<file path="config.mk">
export PLATFORM = sky130hd
export DESIGN_NAME = one_wire_bus_master
export DESIGN_NICKNAME = d
export VERILOG_FILES = /design/src/sv/owm_pkg.sv /design/src/sv/one_wire_bus_master.sv /design/src/sv/owm_front.sv /design/src/sv/owm_queue.sv /design/src/sv/owm_seq.sv
export SDC_FILE = /design/constraint.sdc
export NUM_CORES = 1
export LEC_CHECK = 0
export BUFFER_PORTS_ARGS = -buffer_cell sky130_fd_sc_hd__clkbuf_2
export CORE_ASPECT_RATIO = 1.2
export CORE_UTILIZATION = 66
export CTS_CLUSTER_DIAMETER = 60
export CTS_CLUSTER_SIZE = 25
export DETAILED_ROUTE_END_ITERATION = 10
export PLACE_DENSITY = 0.95
export SYNTH_ARGS = -nofsm -noshare
export SYNTH_HDL_FRONTEND = slang
export SYNTH_SLANG_ARGS = --single-unit
</file>
<file path="constraint.sdc">
create_clock -name aclk -period 11.9 [get_ports aclk]
set_clock_uncertainty 0.15 [all_clocks]
set_input_delay 2.38 -clock aclk [delete_from_list [all_inputs] [get_ports aclk]]
set_output_delay 2.38 -clock aclk [all_outputs]
set_load 0.02 [all_outputs]
</file>
<file path="src/sv/owm_pkg.sv">
// ----------------------------------------------------------------------------
// owm_pkg: shared types and constants of the 1-Wire bus master
// Command codes, queue geometry, register map and the item/result records.
// ----------------------------------------------------------------------------
package owm_pkg;

    localparam int BITS_PER_BYTE = 8;
    localparam int TICK_W        = 10;
    localparam int NUM_REGS      = 8;
    localparam int REG_IDX_W     = 3;
    localparam int CFG_IDX_W     = 4;
    localparam int CFG_DATA_W    = 16;
    localparam int BIT_IDX_W     = 3;

    localparam int QUEUE_DEPTH   = 4;
    localparam int QUEUE_PTR_W   = 2;
    localparam int QUEUE_CNT_W   = 3;

    // command codes carried on the input tuser
    localparam logic [1:0] OP_TICK  = 2'd0;
    localparam logic [1:0] OP_RESET = 2'd1;
    localparam logic [1:0] OP_WRITE = 2'd2;
    localparam logic [1:0] OP_READ  = 2'd3;

    // register map
    localparam logic [REG_IDX_W-1:0] REG_RESET_LOW      = 3'd0;
    localparam logic [REG_IDX_W-1:0] REG_PRESENCE_WAIT  = 3'd1;
    localparam logic [REG_IDX_W-1:0] REG_RESET_RECOVER  = 3'd2;
    localparam logic [REG_IDX_W-1:0] REG_WRITE_START    = 3'd3;
    localparam logic [REG_IDX_W-1:0] REG_WRITE_HOLD     = 3'd4;
    localparam logic [REG_IDX_W-1:0] REG_READ_START     = 3'd5;
    localparam logic [REG_IDX_W-1:0] REG_READ_SAMPLE    = 3'd6;
    localparam logic [REG_IDX_W-1:0] REG_READ_REST      = 3'd7;

    function automatic logic [TICK_W-1:0] reg_reset_value(input logic [REG_IDX_W-1:0] idx);
        logic [TICK_W-1:0] val;
        case (idx)
            REG_RESET_LOW:     val = 10'd500;
            REG_PRESENCE_WAIT: val = 10'd70;
            REG_RESET_RECOVER: val = 10'd500;
            REG_WRITE_START:   val = 10'd10;
            REG_WRITE_HOLD:    val = 10'd50;
            REG_READ_START:    val = 10'd5;
            REG_READ_SAMPLE:   val = 10'd5;
            REG_READ_REST:     val = 10'd50;
            default:           val = 10'd1;
        endcase
        return val;
    endfunction

    // one classified tick request
    typedef struct packed {
        logic                     start;      // op asks for a command
        logic [1:0]               op;
        logic [BITS_PER_BYTE-1:0] write_data;
        logic                     line_level;
    } item_t;

    // one result
    typedef struct packed {
        logic [BITS_PER_BYTE-1:0] read_data;
        logic                     device_present;
        logic                     done_res;
        logic                     busy_res;
        logic                     line_release;
    } result_t;

endpackage

</file>
<file path="src/sv/one_wire_bus_master.sv">
// ----------------------------------------------------------------------------
// one_wire_bus_master: 1-Wire bus master sequencer
// Reset with presence detect, byte write and byte read, timed in ticks.
// ----------------------------------------------------------------------------
// Usage:
//   Send one request on the s_ channel for every microsecond tick. tuser
//   carries the op (tick only, reset, write byte, read byte); an op other
//   than tick only starts a command when the sequencer is idle and is
//   ignored while busy. tdata carries the byte to write and the sampled
//   bus level for that tick.
//   Every request yields exactly one result on the m_ channel: the line
//   drive to apply, busy, a one-tick done pulse, the presence flag and the
//   last byte read.
//   Timing registers are written over the cfg_ channel, index 0..7, low
//   10 bits kept; cfg_ready is always high. Write them only while idle.
//   Throughput: one request per cycle while m_tready keeps the output
//   register free. Path: a taken request is written into the queue,
//   popped from it into the output register, and its result is then
//   valid on the m_ channel until it is taken.
//   Reset: timing registers return to their defaults, the queue empties,
//   the sequencer goes idle with the line released.
//   Stall: while m_tready is low the result holds; requests keep entering
//   the four-entry queue until it fills, then s_tready drops.
// ----------------------------------------------------------------------------
module one_wire_bus_master (
    input  logic        aclk,
    input  logic        aresetn,
    // request channel
    input  logic        s_tvalid,
    output logic        s_tready,
    input  logic [15:0] s_tdata,   // [7:0] write_data, [8] line_level, [15:9] zero
    input  logic [1:0]  s_tuser,   // [1:0] op
    // result channel
    output logic        m_tvalid,
    input  logic        m_tready,
    output logic [15:0] m_tdata,   // [0] line_release, [1] busy_res, [2] done_res,
                                   // [3] device_present, [11:4] read_data, [15:12] zero
    // configuration channel
    input  logic        cfg_valid,
    output logic        cfg_ready,
    input  logic [3:0]  cfg_index,
    input  logic [15:0] cfg_data
);

    owm_pkg::item_t   push_item;
    owm_pkg::item_t   head_item;
    owm_pkg::result_t result;
    logic             push;
    logic             pop;
    logic             queue_full;
    logic             queue_empty;

    // classify requests and feed the queue
    owm_front u_front (
        .s_tvalid   (s_tvalid),
        .s_tready   (s_tready),
        .s_tdata    (s_tdata),
        .s_tuser    (s_tuser),
        .queue_full (queue_full),
        .push       (push),
        .push_item  (push_item)
    );

    // decouple intake from the sequencer so each side can stall alone
    owm_queue u_queue (
        .aclk      (aclk),
        .aresetn   (aresetn),
        .push      (push),
        .push_item (push_item),
        .pop       (pop),
        .head_item (head_item),
        .full      (queue_full),
        .empty     (queue_empty)
    );

    // step the slot phases, one tick per popped request
    owm_seq u_seq (
        .aclk        (aclk),
        .aresetn     (aresetn),
        .cfg_valid   (cfg_valid),
        .cfg_ready   (cfg_ready),
        .cfg_index   (cfg_index),
        .cfg_data    (cfg_data),
        .head_item   (head_item),
        .queue_empty (queue_empty),
        .pop         (pop),
        .m_valid     (m_tvalid),
        .m_ready     (m_tready),
        .m_result    (result)
    );

    // pack the result, lowest field first
    assign m_tdata = {4'b0000, result.read_data, result.device_present,
                      result.done_res, result.busy_res, result.line_release};

endmodule

</file>
<file path="src/sv/owm_front.sv">
// ----------------------------------------------------------------------------
// owm_front: input side of the 1-Wire bus master
// Unpacks each incoming tick request, classifies its op and pushes it into
// the request queue.
// ----------------------------------------------------------------------------
module owm_front (
    input  logic                 s_tvalid,
    output logic                 s_tready,
    input  logic [15:0]          s_tdata,
    input  logic [1:0]           s_tuser,
    input  logic                 queue_full,
    output logic                 push,
    output owm_pkg::item_t       push_item
);

    assign s_tready = !queue_full;
    assign push     = s_tvalid && !queue_full;

    always_comb begin
        push_item.op         = s_tuser;
        push_item.start      = (s_tuser != owm_pkg::OP_TICK);
        push_item.write_data = s_tdata[7:0];
        push_item.line_level = s_tdata[8];
    end

endmodule

</file>
<file path="src/sv/owm_queue.sv">
// ----------------------------------------------------------------------------
// owm_queue: short request queue
// Decouples request intake from the bus sequencer.
// ----------------------------------------------------------------------------
module owm_queue (
    input  logic                 aclk,
    input  logic                 aresetn,
    input  logic                 push,
    input  owm_pkg::item_t       push_item,
    input  logic                 pop,
    output owm_pkg::item_t       head_item,
    output logic                 full,
    output logic                 empty
);

    owm_pkg::item_t                    mem [owm_pkg::QUEUE_DEPTH];
    logic [owm_pkg::QUEUE_PTR_W-1:0]   wr_ptr_reg, wr_ptr_next;
    logic [owm_pkg::QUEUE_PTR_W-1:0]   rd_ptr_reg, rd_ptr_next;
    logic [owm_pkg::QUEUE_CNT_W-1:0]   count_reg, count_next;

    assign full      = (count_reg == owm_pkg::QUEUE_CNT_W'(owm_pkg::QUEUE_DEPTH));
    assign empty     = (count_reg == '0);
    assign head_item = mem[rd_ptr_reg];

    always_comb begin
        wr_ptr_next = push ? wr_ptr_reg + 1'b1 : wr_ptr_reg;
        rd_ptr_next = pop  ? rd_ptr_reg + 1'b1 : rd_ptr_reg;
        count_next  = count_reg;
        if (push && !pop) begin
            count_next = count_reg + 1'b1;
        end else if (pop && !push) begin
            count_next = count_reg - 1'b1;
        end
    end

    always_ff @(posedge aclk) begin
        if (push) begin
            mem[wr_ptr_reg] <= push_item;
        end
    end

    always_ff @(posedge aclk) begin
        if (!aresetn) begin
            wr_ptr_reg <= '0;
            rd_ptr_reg <= '0;
            count_reg  <= '0;
        end else begin
            wr_ptr_reg <= wr_ptr_next;
            rd_ptr_reg <= rd_ptr_next;
            count_reg  <= count_next;
        end
    end

endmodule

</file>
<file path="src/sv/owm_seq.sv">
// ----------------------------------------------------------------------------
// owm_seq: bus sequencer of the 1-Wire bus master
// Holds the timing registers, steps the slot phases once per tick request
// and keeps the result in an output register.
// ----------------------------------------------------------------------------
module owm_seq (
    input  logic                                aclk,
    input  logic                                aresetn,
    input  logic                                cfg_valid,
    output logic                                cfg_ready,
    input  logic [owm_pkg::CFG_IDX_W-1:0]       cfg_index,
    input  logic [owm_pkg::CFG_DATA_W-1:0]      cfg_data,
    input  owm_pkg::item_t                      head_item,
    input  logic                                queue_empty,
    output logic                                pop,
    output logic                                m_valid,
    input  logic                                m_ready,
    output owm_pkg::result_t                    m_result
);

    localparam logic [3:0] PH_IDLE     = 4'd0;
    localparam logic [3:0] PH_RST_LOW  = 4'd1;
    localparam logic [3:0] PH_RST_WAIT = 4'd2;
    localparam logic [3:0] PH_RST_REC  = 4'd3;
    localparam logic [3:0] PH_WR_LOW   = 4'd4;
    localparam logic [3:0] PH_WR_HOLD  = 4'd5;
    localparam logic [3:0] PH_RD_LOW   = 4'd6;
    localparam logic [3:0] PH_RD_WAIT  = 4'd7;
    localparam logic [3:0] PH_RD_REST  = 4'd8;

    localparam int TW = owm_pkg::TICK_W;
    localparam int BW = owm_pkg::BITS_PER_BYTE;
    localparam logic [owm_pkg::BIT_IDX_W-1:0] LAST_BIT =
        owm_pkg::BIT_IDX_W'(owm_pkg::BITS_PER_BYTE - 1);

    logic [TW-1:0]                     cfg_reg [owm_pkg::NUM_REGS];

    logic [3:0]                        phase_reg, phase_next;
    logic [TW-1:0]                     tick_reg, tick_next;
    logic [owm_pkg::BIT_IDX_W-1:0]     bit_reg, bit_next;
    logic [BW-1:0]                     shift_reg, shift_next;
    logic [BW-1:0]                     rbyte_reg, rbyte_next;
    logic                              present_reg, present_next;
    logic                              drive_reg, drive_next;
    logic                              out_valid_reg;
    owm_pkg::result_t                  out_reg;

    logic                              enter_en;
    logic [3:0]                        enter_ph;
    logic                              done;
    logic [TW-1:0]                     tick_inc;
    logic [TW-1:0]                     len;
    logic [3:0]                        len_idx;
    logic                              expire;
    logic                              last;

    assign cfg_ready = 1'b1;
    assign pop       = !queue_empty && (!out_valid_reg || m_ready);
    assign m_valid   = out_valid_reg;
    assign m_result  = out_reg;

    assign tick_inc = tick_reg + 1'b1;
    assign len_idx  = phase_reg - 4'd1;
    assign len      = (phase_reg >= PH_RST_LOW && phase_reg <= PH_RD_REST)
                      ? cfg_reg[len_idx[owm_pkg::REG_IDX_W-1:0]] : TW'(1);
    assign expire   = (tick_inc >= len) || (tick_inc == '0);
    assign last     = (bit_reg == LAST_BIT);

    always_comb begin
        phase_next   = phase_reg;
        tick_next    = tick_reg;
        bit_next     = bit_reg;
        shift_next   = shift_reg;
        rbyte_next   = rbyte_reg;
        present_next = present_reg;
        drive_next   = drive_reg;
        enter_en     = 1'b0;
        enter_ph     = PH_IDLE;
        done         = 1'b0;

        if (phase_reg == PH_IDLE) begin
            if (head_item.start) begin
                bit_next = '0;
                enter_en = 1'b1;
                case (head_item.op)
                    owm_pkg::OP_RESET: begin
                        enter_ph = PH_RST_LOW;
                    end
                    owm_pkg::OP_WRITE: begin
                        shift_next = head_item.write_data;
                        enter_ph   = PH_WR_LOW;
                    end
                    default: begin
                        shift_next = '0;
                        enter_ph   = PH_RD_LOW;
                    end
                endcase
            end
        end else begin
            tick_next = tick_inc;
            if (expire) begin
                enter_en = 1'b1;
                case (phase_reg)
                    PH_RST_LOW: begin
                        enter_ph = PH_RST_WAIT;
                    end
                    PH_RST_WAIT: begin
                        present_next = !head_item.line_level;
                        enter_ph     = PH_RST_REC;
                    end
                    PH_WR_LOW: begin
                        enter_ph = PH_WR_HOLD;
                    end
                    PH_RD_LOW: begin
                        enter_ph = PH_RD_WAIT;
                    end
                    PH_RD_WAIT: begin
                        if (head_item.line_level) begin
                            shift_next = shift_reg | (BW'(1) << bit_reg);
                        end
                        enter_ph = PH_RD_REST;
                    end
                    PH_WR_HOLD, PH_RD_REST: begin
                        if (!last) begin
                            bit_next = bit_reg + 1'b1;
                            enter_ph = (phase_reg == PH_WR_HOLD) ? PH_WR_LOW : PH_RD_LOW;
                        end else begin
                            if (phase_reg == PH_RD_REST) begin
                                rbyte_next = shift_reg;
                            end
                            bit_next = '0;
                            done     = 1'b1;
                            enter_ph = PH_IDLE;
                        end
                    end
                    default: begin
                        done     = 1'b1;
                        enter_ph = PH_IDLE;
                    end
                endcase
            end
        end

        if (enter_en) begin
            phase_next = enter_ph;
            tick_next  = '0;
            case (enter_ph)
                PH_RST_LOW, PH_WR_LOW, PH_RD_LOW: drive_next = 1'b0;
                PH_WR_HOLD:                       drive_next = shift_next[bit_next];
                default:                          drive_next = 1'b1;
            endcase
        end
    end

    // timing registers
    always_ff @(posedge aclk) begin
        if (!aresetn) begin
            for (int i = 0; i < owm_pkg::NUM_REGS; i++) begin
                cfg_reg[i] <= owm_pkg::reg_reset_value(owm_pkg::REG_IDX_W'(i));
            end
        end else if (cfg_valid && cfg_ready &&
                     cfg_index < owm_pkg::CFG_IDX_W'(owm_pkg::NUM_REGS)) begin
            cfg_reg[cfg_index[owm_pkg::REG_IDX_W-1:0]] <= cfg_data[TW-1:0];
        end
    end

    // sequencer state, advanced once per popped request
    always_ff @(posedge aclk) begin
        if (!aresetn) begin
            phase_reg   <= PH_IDLE;
            tick_reg    <= '0;
            bit_reg     <= '0;
            shift_reg   <= '0;
            rbyte_reg   <= '0;
            present_reg <= 1'b0;
            drive_reg   <= 1'b1;
        end else if (pop) begin
            phase_reg   <= phase_next;
            tick_reg    <= tick_next;
            bit_reg     <= bit_next;
            shift_reg   <= shift_next;
            rbyte_reg   <= rbyte_next;
            present_reg <= present_next;
            drive_reg   <= drive_next;
        end
    end

    // output register
    always_ff @(posedge aclk) begin
        if (!aresetn) begin
            out_valid_reg <= 1'b0;
        end else if (pop) begin
            out_valid_reg <= 1'b1;
        end else if (m_ready) begin
            out_valid_reg <= 1'b0;
        end
    end

    always_ff @(posedge aclk) begin
        if (pop) begin
            out_reg.line_release   <= drive_next;
            out_reg.busy_res       <= (phase_next != PH_IDLE);
            out_reg.done_res       <= done;
            out_reg.device_present <= present_next;
            out_reg.read_data      <= rbyte_next;
        end
    end

endmodule

</file>
==> load_flow_metrics.sql, run 1 <==
INSERT INTO impl_metrics (metric_group, metric, value, unit) VALUES
('yosys', 'ys_ff_latch', '185', ''),
('sta', 'finalSetupViolations', '0', ''),
('worst_setup_path', 'ordered_list_of_cells_on_the_worst_path', 'buf_4 -> inv_1 -> ha_1 -> mux4_2 -> mux2_2 -> nand2_1 -> ha_1 -> a21o_1 -> a21oi_1 -> o2bb2ai_1 -> nor2_1 -> a21oi_4 -> o21ai_2 -> mux2_1 -> a311oi_2 -> a21boi_1', ''),
('yosys', 'number_of_library_cell_types_mapped_by_synthesis', '78', ''),
('floorplanning', 'initial_core_util', '67.3', '%'),
('sta', 'setup-tns-final', '0', 'ns'),
('yosys', 'syn_inst', '738', ''),
('pwr', 'comb_power_share', '39.5', '%'),
('clocking', 'cts.repair.resized', '0', ''),
('clocking', 'worstSkewPairLatency', '0.44', 'ns'),
('sta', 'achievable-frequency', '180', 'MHz'),
('yosys', 'synthDominantCellAreaShare', '45.4', '%'),
('pwr', 'vdd_drop_max', '0.000176', 'V'),
('pwr', 'power_density', '230', 'nW/um^2'),
('finish', 'n_antenna_cell', '0', ''),
('detailed_routing', 'dr.first_iter.drc_count', '673', ''),
('worst_setup_path', 'worst-path-max-fanout', '25', ''),
('sta', 'timing.final.max_slew_violations', '0', ''),
('detailed_routing', 'route.detailed.wl_per_inst', '22.6', 'microns'),
('sta', 'period_share', '46.8', '%'),
('finish', 'syn2layout_area_growth', '9.95', '%'),
('clocking', 'clock_tree_from_tritoncts', 'done', ''),
('finish', 'largest_reg_flops', '80', ''),
('detailed_routing', 'detail-route-antenna-nets', '0', ''),
('detailed_routing', 'route.vias.total', '6401', ''),
('placement', 'portBuffers', '43', ''),
('clocking', 'postCtsHoldBufs', '0', ''),
('worst_setup_path', 'critical_path.max_stage_delay', '0.95', 'ns'),
('yosys', 'synthDominantAreaCellType', 'edfxtp_1', ''),
('worst_setup_path', 'timing.critical_path.required', '11.93', 'ns'),
('placement', 'place.gp.congestion', '0.889', ''),
('yosys', 'synthesis.area', '9270', 'sq um'),
('detailed_routing', 'post_drt_via_cell_ratio', '6.69', ''),
('yosys', 'netlist_top_cells_area', 'edfxtp_1 (45%), dfxtp_1 (9.7%), mux4_2 (7.8%)', ''),
('clocking', 'cts.htree.levels', '4', ''),
('pwr', 'cellLeakagePower', '3.78', 'nW'),
('detailed_routing', 'wl_met2', '11.1', 'mm'),
('hold_path', 'hp-class', 'reg -> reg', ''),
('floorplanning', 'die_area', '14500', 'sq um'),
('clocking', 'cts_buffer_count', '17', ''),
('sta', 'worst-slew-pin-transition', '1.32', 'ns'),
('finish', 'finish.net_count', '846', ''),
('sta', 'grt_setup_unrepaired', 'false', ''),
('detailed_routing', 'number_of_design_rule_violations_left_after_detail_routing', '0', ''),
('worst_setup_path', 'worstSetupEndpointType', 'flip-flop', ''),
('floorplanning', 'number_of_primary_i_o_pins', '62', ''),
('floorplanning', 'std_cell_rows', '47', ''),
('worst_setup_path', 'critical_path.slowest_cell', 'ha_1', ''),
('sta', 'count_of_final_hold_check_violations', '0', ''),
('yosys', 'synth_area_per_cell', '12.6', 'sq um'),
('run_status', 'status', 'finished, final reports clean', ''),
('yosys', 'share_of_the_yosys_chip_area_belonging_to_registers', '55.1', '%'),
('global_route', 'grt_pass1_wl', '34.3', 'mm'),
('detailed_routing', 'routedLengthMet1', '8.05', 'mm'),
('sta', 'worst_slew_margin_rel', '11.6', '%'),
('floorplanning', 'die_h', '132', 'microns'),
('finish', 'finish.utilization', '74.0', '%'),
('yosys', 'ys_warn_count', '0', ''),
('floorplanning', 'die_width', '110', 'microns'),
('worst_setup_path', 'critPathMostFrequentCell', 'ha_1', ''),
('clocking', 'cts-root-to-sink-buffers', '2', ''),
('pwr', 'cell_internal_pwr', '1.43', 'mW'),
('detailed_routing', 'drt_pre_antenna_iters', '7', ''),
('pwr', 'power.share.sequential', '36.6', '%'),
('floorplanning', 'core', '13800', 'sq um'),
('yosys', 'synth_enable_flop_cells', '140', ''),
('worst_setup_path', 'cp_data_arrival_time', '5.59', 'ns'),
('worst_setup_path', 'path_class', 'reg -> reg', ''),
('global_route', 'first_global_vias', '6377', ''),
('placement', 'detailed_place_hpwl', '13.6', 'mm'),
('clocking', 'worst_setup_hold_path_clk_slew', '0.08', 'ns');
## stage by stage
stage | hold slack [ns] | power (mW) | instances | setup slack, ns | instance area [sq um]
after global placement | 0.295 | 1.70 | 925 | 6.71 | 9600
after CTS | 0.312 | 2.32 | 957 | 6.40 | 10200
after detailed placement | 0.302 | 1.74 | 925 | 6.53 | 9600
after floorplan | 0.286 | 1.53 | 741 | 6.83 | 9280
after global routing | 0.340 | 2.45 | 957 | 6.09 | 10200
final | 0.313 | 2.35 | 957 | 6.33 | 10200
## cells in the final DEF, fill, tap and decap left out, drive strengths merged, types with 11 or more instances in the layout
cell type / instances
mux4: 32
ha: 29
mux2: 20
or3: 22
nand2: 46
clkbuf: 62
nand2b: 16
mux2i: 16
a21oi: 29
nor3: 11
inv: 22
nor2: 63
edfxtp: 140
and2: 61
o21ai: 32
dfxtp: 45
## worst paths after layout
check	slack, ns	startpoint	cells past startpoint	to
worst max register to register	6.33	u_seq.phase_reg[0]	16	u_seq.m_result[0]
worst min register to register	0.31	u_seq.present_reg	2	u_seq.present_reg
worst min-delay path	0.31	u_seq.present_reg	2	u_seq.present_reg
worst max-delay path	6.33	u_seq.phase_reg[0]	16	u_seq.m_result[0]
## final cells by class
| cell class | count | area, sq um |
|---|---|---|
| clock buffer | 19 | 443 |
| clock inverter | 13 | 150 |
| fill | 814 | 3570 |
| inverter | 17 | 63.8 |
| multi-input combinational | 500 | 3930 |
| sequential | 185 | 5100 |
| tap | 171 | 214 |
| timing repair buffer | 52 | 283 |
## cell usage after synthesis, types with 5 or more instances
cell type / number
edfxtp_1: 140
nor2_1: 62
and2_1: 61
nand2_1: 46
dfxtp_1: 45
mux4_2: 32
ha_1: 29
a21oi_1: 27
o21ai_0: 27
clkbuf_1: 23
or3_1: 21
inv_1: 16
nand2b_1: 16
mux2i_1: 15
nor3_1: 11
a22oi_1: 10
mux2_2: 10
and3_1: 9
mux2_4: 9
a211oi_1: 8
buf_4: 7
nand3_1: 7
nor3b_1: 6
xor2_1: 6
buf_2: 5
nand4_1: 5
or2_2: 5
xnor2_1: 5
## logic make-up after synthesis
kind of cell               count (synthesis)  synth area share [%]
AOI/OAI and AO/OA                        116                  8.74
and+or+nand+nor                          270                  16.0
xor gates and xnor gates                  11                  1.04
adders and majority gates                 30                  4.13
DFF                                      185                  55.1
other                                      2                0.0810
buffers and inverters                     56                  2.62
muxes                                     68                  12.3
## routing by layer
metal	vias to the layer above	GRT usage (%)
met2	411	53.1
met5	-	0
met1	3112	40.8
met3	71	6.52
li1	2807	-
met4	0	11.9
## power by group through the flow
| stage | Clock (mW) | Combinational [mW] | Sequential [mW] |
|---|---|---|---|
| after floorplan | 0 | 0.663 | 0.864 |
| after global placement | 0 | 0.841 | 0.860 |
| after detailed placement | 0 | 0.873 | 0.868 |
| after CTS | 0.558 | 0.907 | 0.858 |
| after global routing | 0.583 | 0.994 | 0.868 |
| final | 0.562 | 0.927 | 0.859 |
## worst max-delay path: cells and delay by family (launching register included)
kind / cells / cell delay (ns)
AO/OA/AOI/OAI: 7 / 1.39
adder cells (fa/ha/maj): 2 / 1.21
buffers and inverters: 2 / 0.55
flip-flops: 1 / 0.33
multiplexers: 3 / 1.11
AND/OR/NAND/NOR: 2 / 0.58
No activity file was read; power rests on OpenSTA's default activity.
==> inputs of run 2 (changes only) <==
CORE_UTILIZATION = 55   (was 66)
PLACE_DENSITY = 0.88   (was 0.95)
clock period = 4.5 ns   (was 11.9 ns; I/O delays follow)
==> run 2 against run 1 <==
Effect of this change: clock power grew to 2.6 times the previous value; via count is 3.3% lower; global-route usage is 7.6 points lower; hold slack better by 0.022 ns; non-clock buffer count is 16 higher; wire length is 8.4% lower; final cell count is 6.0% higher; combinational power grew to 2.8 times the previous value; critical path depth stayed put; critical path type unchanged; power grew to 2.7 times the previous value; utilization is 10 points lower.
==> load_flow_metrics.sql, run 2 (synthesis results as in run 1) <==
INSERT INTO impl_metrics (metric_group, metric, value, unit) VALUES
('placement', 'detailed_place_hpwl', '13.7', 'mm'),
('worst_setup_path', 'startpoint_types', 'flip-flop', ''),
('worst_setup_path', 'worstSetupEndpointType', 'flip-flop', ''),
('worst_setup_path', 'cp_data_arrival_time', '4.28', 'ns'),
('floorplanning', 'die_area', '17400', 'sq um'),
('placement', 'place_area', '9820', 'sq um'),
('global_route', 'grt_pass1_wl', '31.5', 'mm'),
('clocking', 'worst_setup_hold_path_clk_slew', '0.07', 'ns'),
('detailed_routing', 'drt_pre_antenna_iters', '5', ''),
('detailed_routing', 'post_drt_via_cell_ratio', '6.10', ''),
('clocking', 'cts.htree.levels', '4', ''),
('placement', 'portBuffers', '43', ''),
('global_route', 'first_global_vias', '6247', ''),
('global_route', 'grt_usage', '24.1', '%'),
('finish', 'finish.net_count', '862', ''),
('finish', 'n_fill_cell', '1179', ''),
('finish', 'mostFrequentLayoutCells', 'edfxtp_1 (140), nor2_1 (61), and2_1 (61)', ''),
('global_route', 'global_route.overflow_total', '0', ''),
('clocking', 'cts_num_sinks', '185', ''),
('detailed_routing', 'route.vias.total', '6188', ''),
('worst_setup_path', 'timing.critical_path.required', '4.53', 'ns'),
('finish', 'layout_commonest_cell', 'edfxtp_1', ''),
('finish', 'multi_input_gate_area', '3960', 'sq um'),
('sta', 'count_of_final_hold_check_violations', '0', ''),
('detailed_routing', 'detail_route.wirelength', '19.8', 'mm'),
('floorplanning', 'number_of_primary_i_o_pins', '62', ''),
('global_route', 'number_of_antenna_violations_at_the_first_check_in_global_routing', '0', ''),
('clocking', 'cts_buffer_count', '17', ''),
('worst_setup_path', 'critical_path.max_stage_delay', '0.39', 'ns'),
('pwr', 'power_density', '606', 'nW/um^2'),
('finish', 'post-route-cell-area', '10400', 'sq um'),
('sta', 'worst-slew-pin-transition', '1.18', 'ns'),
('finish', 'final_cell_count_no_fill', '1014', ''),
('finish', 'final_layout_size_suffix_gt1_share', '22.3', '%'),
('worst_setup_path', 'worst-path-max-fanout', '20', ''),
('placement', 'dp.cells', '982', ''),
('global_route', 'grt_start_max_net_pins', '44', ''),
('finish', 'seq_area', '5100', 'sq um'),
('worst_setup_path', 'critical_path.slowest_cell', 'dfxtp_1', ''),
('run', 'maxCapViolations', '0', ''),
('sta', 'finalCriticalPeriod', '4.25', 'ns'),
('floorplanning', 'std_cell_rows', '51', ''),
('finish', 'finish.utilization', '63.7', '%'),
('sta', 'grt_setup_unrepaired', 'false', ''),
('sta', 'worst_slew_margin_rel', '20.6', '%'),
('finish', 'largest_reg_flops', '80', ''),
('worst_setup_path', 'path_class', 'reg -> reg', ''),
('floorplanning', 'core', '16300', 'sq um'),
('finish', 'n_antenna_cell', '0', ''),
('hold_path', 'hp-class', 'reg -> reg', ''),
('worst_setup_path', 'critPathMostFrequentCell', 'ha_1', ''),
('floorplanning', 'die_h', '144', 'microns'),
('placement', 'place.gp.congestion', '0.906', ''),
('sta', 'finalSetupViolations', '0', ''),
('worst_setup_path', 'ordered_list_of_cells_on_the_worst_path', 'inv_1 -> ha_1 -> buf_12 -> mux4_2 -> mux2_2 -> nand2_1 -> ha_1 -> a21o_1 -> a21oi_1 -> o2bb2ai_1 -> or2_4 -> o2111ai_2 -> o21ai_2 -> mux2_1 -> a311oi_2 -> a21boi_1', ''),
('sta', 'period_share', '94.3', '%'),
('detailed_routing', 'route.detailed.wl_per_inst', '19.5', 'microns'),
('finish', 'syn2layout_area_growth', '12.2', '%'),
('detailed_routing', 'dr.first_iter.drc_count', '374', ''),
('pwr', 'cellLeakagePower', '3.87', 'nW'),
('clocking', 'clock_tree_from_tritoncts', 'done', ''),
('floorplanning', 'die_width', '121', 'microns'),
('pwr', 'vdd_drop_max', '0.000486', 'V'),
('worst_setup_path', 'worst-path-buf-inv', '2', ''),
('detailed_routing', 'number_of_design_rule_violations_left_after_detail_routing', '0', ''),
('clocking', 'cts-root-to-sink-buffers', '2', ''),
('worst_setup_path', 'timing.critical_path.max_delay_family', 'compound AO/OA/AOI/OAI gates', ''),
('sta', 'setup-tns-final', '0', 'ns'),
('detailed_routing', 'detail-route-antenna-nets', '0', ''),
('floorplanning', 'initial_core_util', '56.7', '%'),
('clocking', 'ctsRootBufferMaster', 'clkbuf_16', ''),
('sta', 'achievable-frequency', '236', 'MHz'),
('sta', 'timing.final.max_slew_violations', '0', ''),
('clocking', 'worstSkewPairLatency', '0.44', 'ns'),
('run_status', 'status', 'finished, final reports clean', ''),
('sta', 'fin_hold_ws', '0.335', 'ns');
-- run 2: changes by cell type in the layout (fill, tap and decap cells not counted), moves of 2 or more --
cell      previous run  this run
clkinv_1             1         3
clkinv_8             4         1
buf_12               0         2
inv_6                3         6
buf_4                9        23
clkinv_4             2         0
-- run 2: final timing paths --
path	depth (start not counted)	to	startpoint	slack, ns
max reg2reg	16	u_seq.m_result[0]	u_seq.phase_reg[1]	0.25
min reg2reg	2	u_seq.present_reg	u_seq.present_reg	0.34
max	16	u_seq.m_result[0]	u_seq.phase_reg[1]	0.25
min	2	u_seq.present_reg	u_seq.present_reg	0.34
-- run 2: routing by layer --
metal	global-route usage (%)	share of wire (%)
met1	29.5	40
met2	41.9	52
met3	4.50	5.8
met4	10.7	2.4
met5	0	0
-- run 2: timing repair --
item,in CTS,in global routing
hold buffers,0,0
setup endpoints to repair,0,1
gates resized for setup,0,2
buffers inserted,0,0
-- run 2: where the power goes --
part / internal, mW / total (mW) / switching (mW)
registers: 2.09 / 2.24 / 0.152
clock network: 0.788 / 1.48 / 0.695
logic: 1.06 / 2.58 / 1.52
total: 3.93 / 6.30 / 2.37
-- run 2: layout make-up --
class | count | share of cell area, %
clock buffers | 17 | 4.09
inverters | 17 | 0.613
multi-input cells | 500 | 38.1
repair buffers | 68 | 4.11
clock inverters | 15 | 1.50
well taps | 212 | 2.55
flip-flops and latches | 185 | 49.1
-- run 2: worst register-to-register path: stages, from the launching register on --
cell and delay, ns:
dfxtp_1 0.39, inv_1 0.09, ha_1 0.32, buf_12 0.18, mux4_2 0.33, mux2_2 0.30
nand2_1 0.09, ha_1 0.24, a21o_1 0.18, a21oi_1 0.15, o2bb2ai_1 0.10, or2_4 0.32
o2111ai_2 0.25, o21ai_2 0.12, mux2_1 0.35, a311oi_2 0.31, a21boi_1 0.12
-- run 2: through the flow --
stage | setup slack, ns | power [mW]
after floorplan | 0.0776 | 4.07
after global placement | 0.256 | 4.72
after detailed placement | 0.161 | 4.78
after CTS | 0.152 | 6.28
after global routing | 0.00691 | 6.62
final | 0.255 | 6.30
==> inputs of run 3 (changes only) <==
ABC_AREA = 1   (was unset)
==> run 3 against run 2 <==
Effect of this change: combinational power is 3% higher; critical endpoint is now u_seq.m_result[1]; utilization is 0.58 points lower; first-iteration DRC count is 58% higher; critical path type unchanged; sequential share of layout area is 2.0 points higher; die area is 2.9% lower; clock power is 4% lower; wire length is 2.0% lower; hold slack worse by 0.0097 ns.
==> load_flow_metrics.sql, run 3 <==
INSERT INTO impl_metrics (metric_group, metric, value, unit) VALUES
('run_status', 'status', 'finished, final reports clean', ''),
('placement', 'detailedPlace.worstSlack', '0.353', 'ns'),
('finish', 'syn2layout_area_growth', '11.0', '%'),
('yosys', 'synth_enable_flop_cells', '140', ''),
('sta', 'finalSetupViolations', '0', ''),
('yosys', 'number_of_library_cell_types_mapped_by_synthesis', '49', ''),
('finish', 'final_layout_size_suffix_gt1_share', '11.0', '%'),
('yosys', 'synthFlopType', 'edfxtp_1', ''),
('worst_setup_path', 'path_class', 'reg -> reg', ''),
('clocking', 'worstSkewPairLatency', '0.43', 'ns'),
('floorplanning', 'std_cell_rows', '50', ''),
('yosys', 'synth_area_per_cell', '9.10', 'sq um'),
('worst_setup_path', 'worst_reg2reg_path_depth', '22', ''),
('pwr', 'power_density', '640', 'nW/um^2'),
('detailed_routing', 'drt_pre_antenna_iters', '7', ''),
('floorplanning', 'die_area', '16900', 'sq um'),
('pwr', 'total_power', '6.40', 'mW'),
('yosys', 'async_set_or_reset_flop_fraction_in_the_synthesized_netlist', '0', '%'),
('clocking', 'cts-root-to-sink-buffers', '2', ''),
('detailed_routing', 'post_drt_via_cell_ratio', '5.60', ''),
('clocking', 'cts_buffer_count', '17', ''),
('yosys', 'yosys-top-cells-count', 'nand2_1 (162), nor2_1 (160), edfxtp_1 (140)', ''),
('floorplanning', 'die_h', '142', 'microns'),
('sta', 'fin_hold_ws', '0.326', 'ns'),
('floorplanning', 'core', '15800', 'sq um'),
('detailed_routing', 'dr.first_iter.drc_count', '592', ''),
('clocking', 'cts.htree.levels', '4', ''),
('global_route', 'grt_start_max_net_pins', '44', ''),
('sta', 'grt_setup_unrepaired', 'false', ''),
('finish', 'n_antenna_cell', '0', ''),
('floorplanning', 'initial_core_util', '56.9', '%'),
('finish', 'largest_reg_flops', '80', ''),
('hold_path', 'worstHoldPathCells', '2', ''),
('sta', 'finalCriticalPeriod', '4.09', 'ns'),
('floorplanning', 'die_width', '119', 'microns'),
('yosys', 'ys_warn_count', '0', ''),
('yosys', 'netlist_top_cells_area', 'edfxtp_1 (47%), dfxtp_1 (10%), nand2_1 (6.8%)', ''),
('detailed_routing', 'detail-route-antenna-nets', '0', ''),
('clocking', 'cts_num_sinks', '185', ''),
('floorplanning', 'number_of_primary_i_o_pins', '62', ''),
('yosys', 'ys_ff_latch', '185', ''),
('worst_setup_path', 'cp_data_arrival_time', '4.24', 'ns'),
('sta', 'worst-slew-pin-transition', '1.11', 'ns'),
('clocking', 'worst_setup_hold_path_clk_slew', '0.07', 'ns'),
('sta', 'achievable-frequency', '244', 'MHz'),
('finish', 'layout_commonest_cell', 'nand2_1', ''),
('sta', 'post-route-worst-setup-slack', '0.407', 'ns'),
('detailed_routing', 'number_of_design_rule_violations_left_after_detail_routing', '0', ''),
('finish', 'mostFrequentLayoutCells', 'nand2_1 (162), nor2_1 (159), edfxtp_1 (140)', ''),
('sta', 'setup-tns-final', '0', 'ns'),
('sta', 'worst_slew_margin_rel', '25.8', '%'),
('yosys', 'share_of_the_yosys_chip_area_belonging_to_registers', '56.7', '%'),
('clocking', 'ctsRootBufferMaster', 'clkbuf_16', ''),
('global_route', 'number_of_antenna_violations_at_the_first_check_in_global_routing', '0', ''),
('pwr', 'vdd_drop_max', '0.000341', 'V'),
('sta', 'count_of_final_hold_check_violations', '0', ''),
('yosys', 'synthesis.area', '9000', 'sq um'),
('global_route', 'global_route.overflow_total', '0', ''),
('placement', 'place.gp.congestion', '0.928', ''),
('finish', 'finish.net_count', '1101', ''),
('yosys', 'syn_inst', '989', ''),
('worst_setup_path', 'startpoint_types', 'flip-flop', ''),
('detailed_routing', 'route.vias.total', '6992', ''),
('yosys', 'most_instantiated_library_cell_after_synthesis', 'nand2_1', ''),
('worst_setup_path', 'worstSetupEndpointType', 'flip-flop', ''),
('run', 'maxCapViolations', '0', ''),
('global_route', 'first_global_vias', '6786', ''),
('detailed_routing', 'route.detailed.wl_per_inst', '15.5', 'microns'),
('pwr', 'cellLeakagePower', '4.11', 'nW'),
('placement', 'portBuffers', '43', ''),
('worst_setup_path', 'timing.critical_path.required', '4.65', 'ns'),
('global_route', 'grt_pass1_wl', '31.7', 'mm'),
('sta', 'timing.final.max_slew_violations', '0', ''),
('placement', 'place_area', '9410', 'sq um'),
('finish', 'post-route-cell-area', '9990', 'sq um'),
('yosys', 'synthDominantAreaCellType', 'edfxtp_1', ''),
('detailed_routing', 'detail_route.wirelength', '19.4', 'mm'),
('hold_path', 'hp-class', 'reg -> reg', ''),
('sta', 'period_share', '90.9', '%'),
('clocking', 'clock_tree_from_tritoncts', 'done', ''),
('yosys', 'synthDominantCellAreaShare', '46.7', '%'),
('global_route', 'grt_usage', '24.4', '%'),
('placement', 'detailed_place_hpwl', '13.2', 'mm'),
('worst_setup_path', 'worst-path-max-fanout', '20', '');
## run 3: cell count changes after synthesis, sizes merged, moves of 15 or more
cell / before / now
mux4: 32 / 0
nand3: 9 / 39
or3: 22 / 0
mux2i: 16 / 1
nor2: 63 / 165
inv: 16 / 128
o221ai: 1 / 17
o21ai: 32 / 109
nand2b: 16 / 0
mux2: 20 / 0
and2: 61 / 2
nand2: 46 / 169
a21oi: 29 / 49
## run 3: path summary, 6_finish.rpt
check	startpoint	endpoint	slack (ns)
min	u_seq.present_reg	u_seq.present_reg	0.33
max	u_seq.phase_reg[0]	u_seq.m_result[1]	0.41
min reg2reg	u_seq.present_reg	u_seq.present_reg	0.33
max reg2reg	u_seq.phase_reg[0]	u_seq.m_result[1]	0.41
## run 3: kinds of logic after synthesis
logic type      count (synthesis)  synth area share [%]
compound gates                201                  12.6
xor+xnor                        2                 0.195
fa+ha+maj                      30                  4.25
buf+inv                       174                  7.68
flops                         185                  56.7
mux                             1                 0.111
other cells                     2                0.0835
simple gates                  394                  18.3
## run 3: metrics by stage
| stage | utilization [%] | std cells |
|---|---|---|
| after floorplan | - | 992 |
| after global placement | 59.5 | 1217 |
| after detailed placement | 59.5 | 1217 |
| after CTS | 63.1 | 1249 |
| after global routing | 63.1 | 1249 |
| final | 63.1 | 1249 |
## run 3: layout make-up
| class | instances | area [sq um] |
|---|---|---|
| inverters | 135 | 507 |
| clock buffers | 17 | 425 |
| multi-input cells | 633 | 3240 |
| fillers | 1205 | 5840 |
| well taps | 208 | 260 |
| clock inverters | 15 | 140 |
| flip-flops and latches | 185 | 5100 |
| repair buffers | 56 | 313 |
## run 3: worst max-delay path: stages (launching register included)
cell,delay (ns)
dfxtp_1,0.40
clkinv_1,0.11
ha_1,0.32
buf_4,0.22
a21oi_1,0.14
a221oi_1,0.09
or3b_2,0.47
ha_1,0.28
inv_1,0.05
nand2_1,0.04
a21oi_1,0.12
nor2_1,0.05
nor2_1,0.08
nand2_1,0.08
nor2_4,0.15
nand2_4,0.13
nand2_1,0.17
inv_2,0.08
nor2_1,0.21
inv_1,0.13
o21ai_0,0.27
nor2_1,0.10
nand3b_1,0.09
## run 3: what timing repair did
item | CTS | global route
endpoints found under the setup margin | 0 | 16
setup buffers | 0 | 0
hold buffers | 0 | 0
resized for setup | 0 | 3
## run 3: per-layer routing
metal  up-vias  track usage, %  routed length [microns]
li1       3387               -                        -
met1      3258            27.0                     7180
met2       290            43.7                    10100
met3        57            4.81                     1320
met4         0            14.1                      786
met5         -               0                        0
## run 3: power by group
group	internal (mW)	leakage (nW)	switching [mW]
Sequential	2.16	1.71	0.144
Clock	0.730	0.277	0.688
Combinational	0.861	2.13	1.81
Total	3.75	4.11	2.64
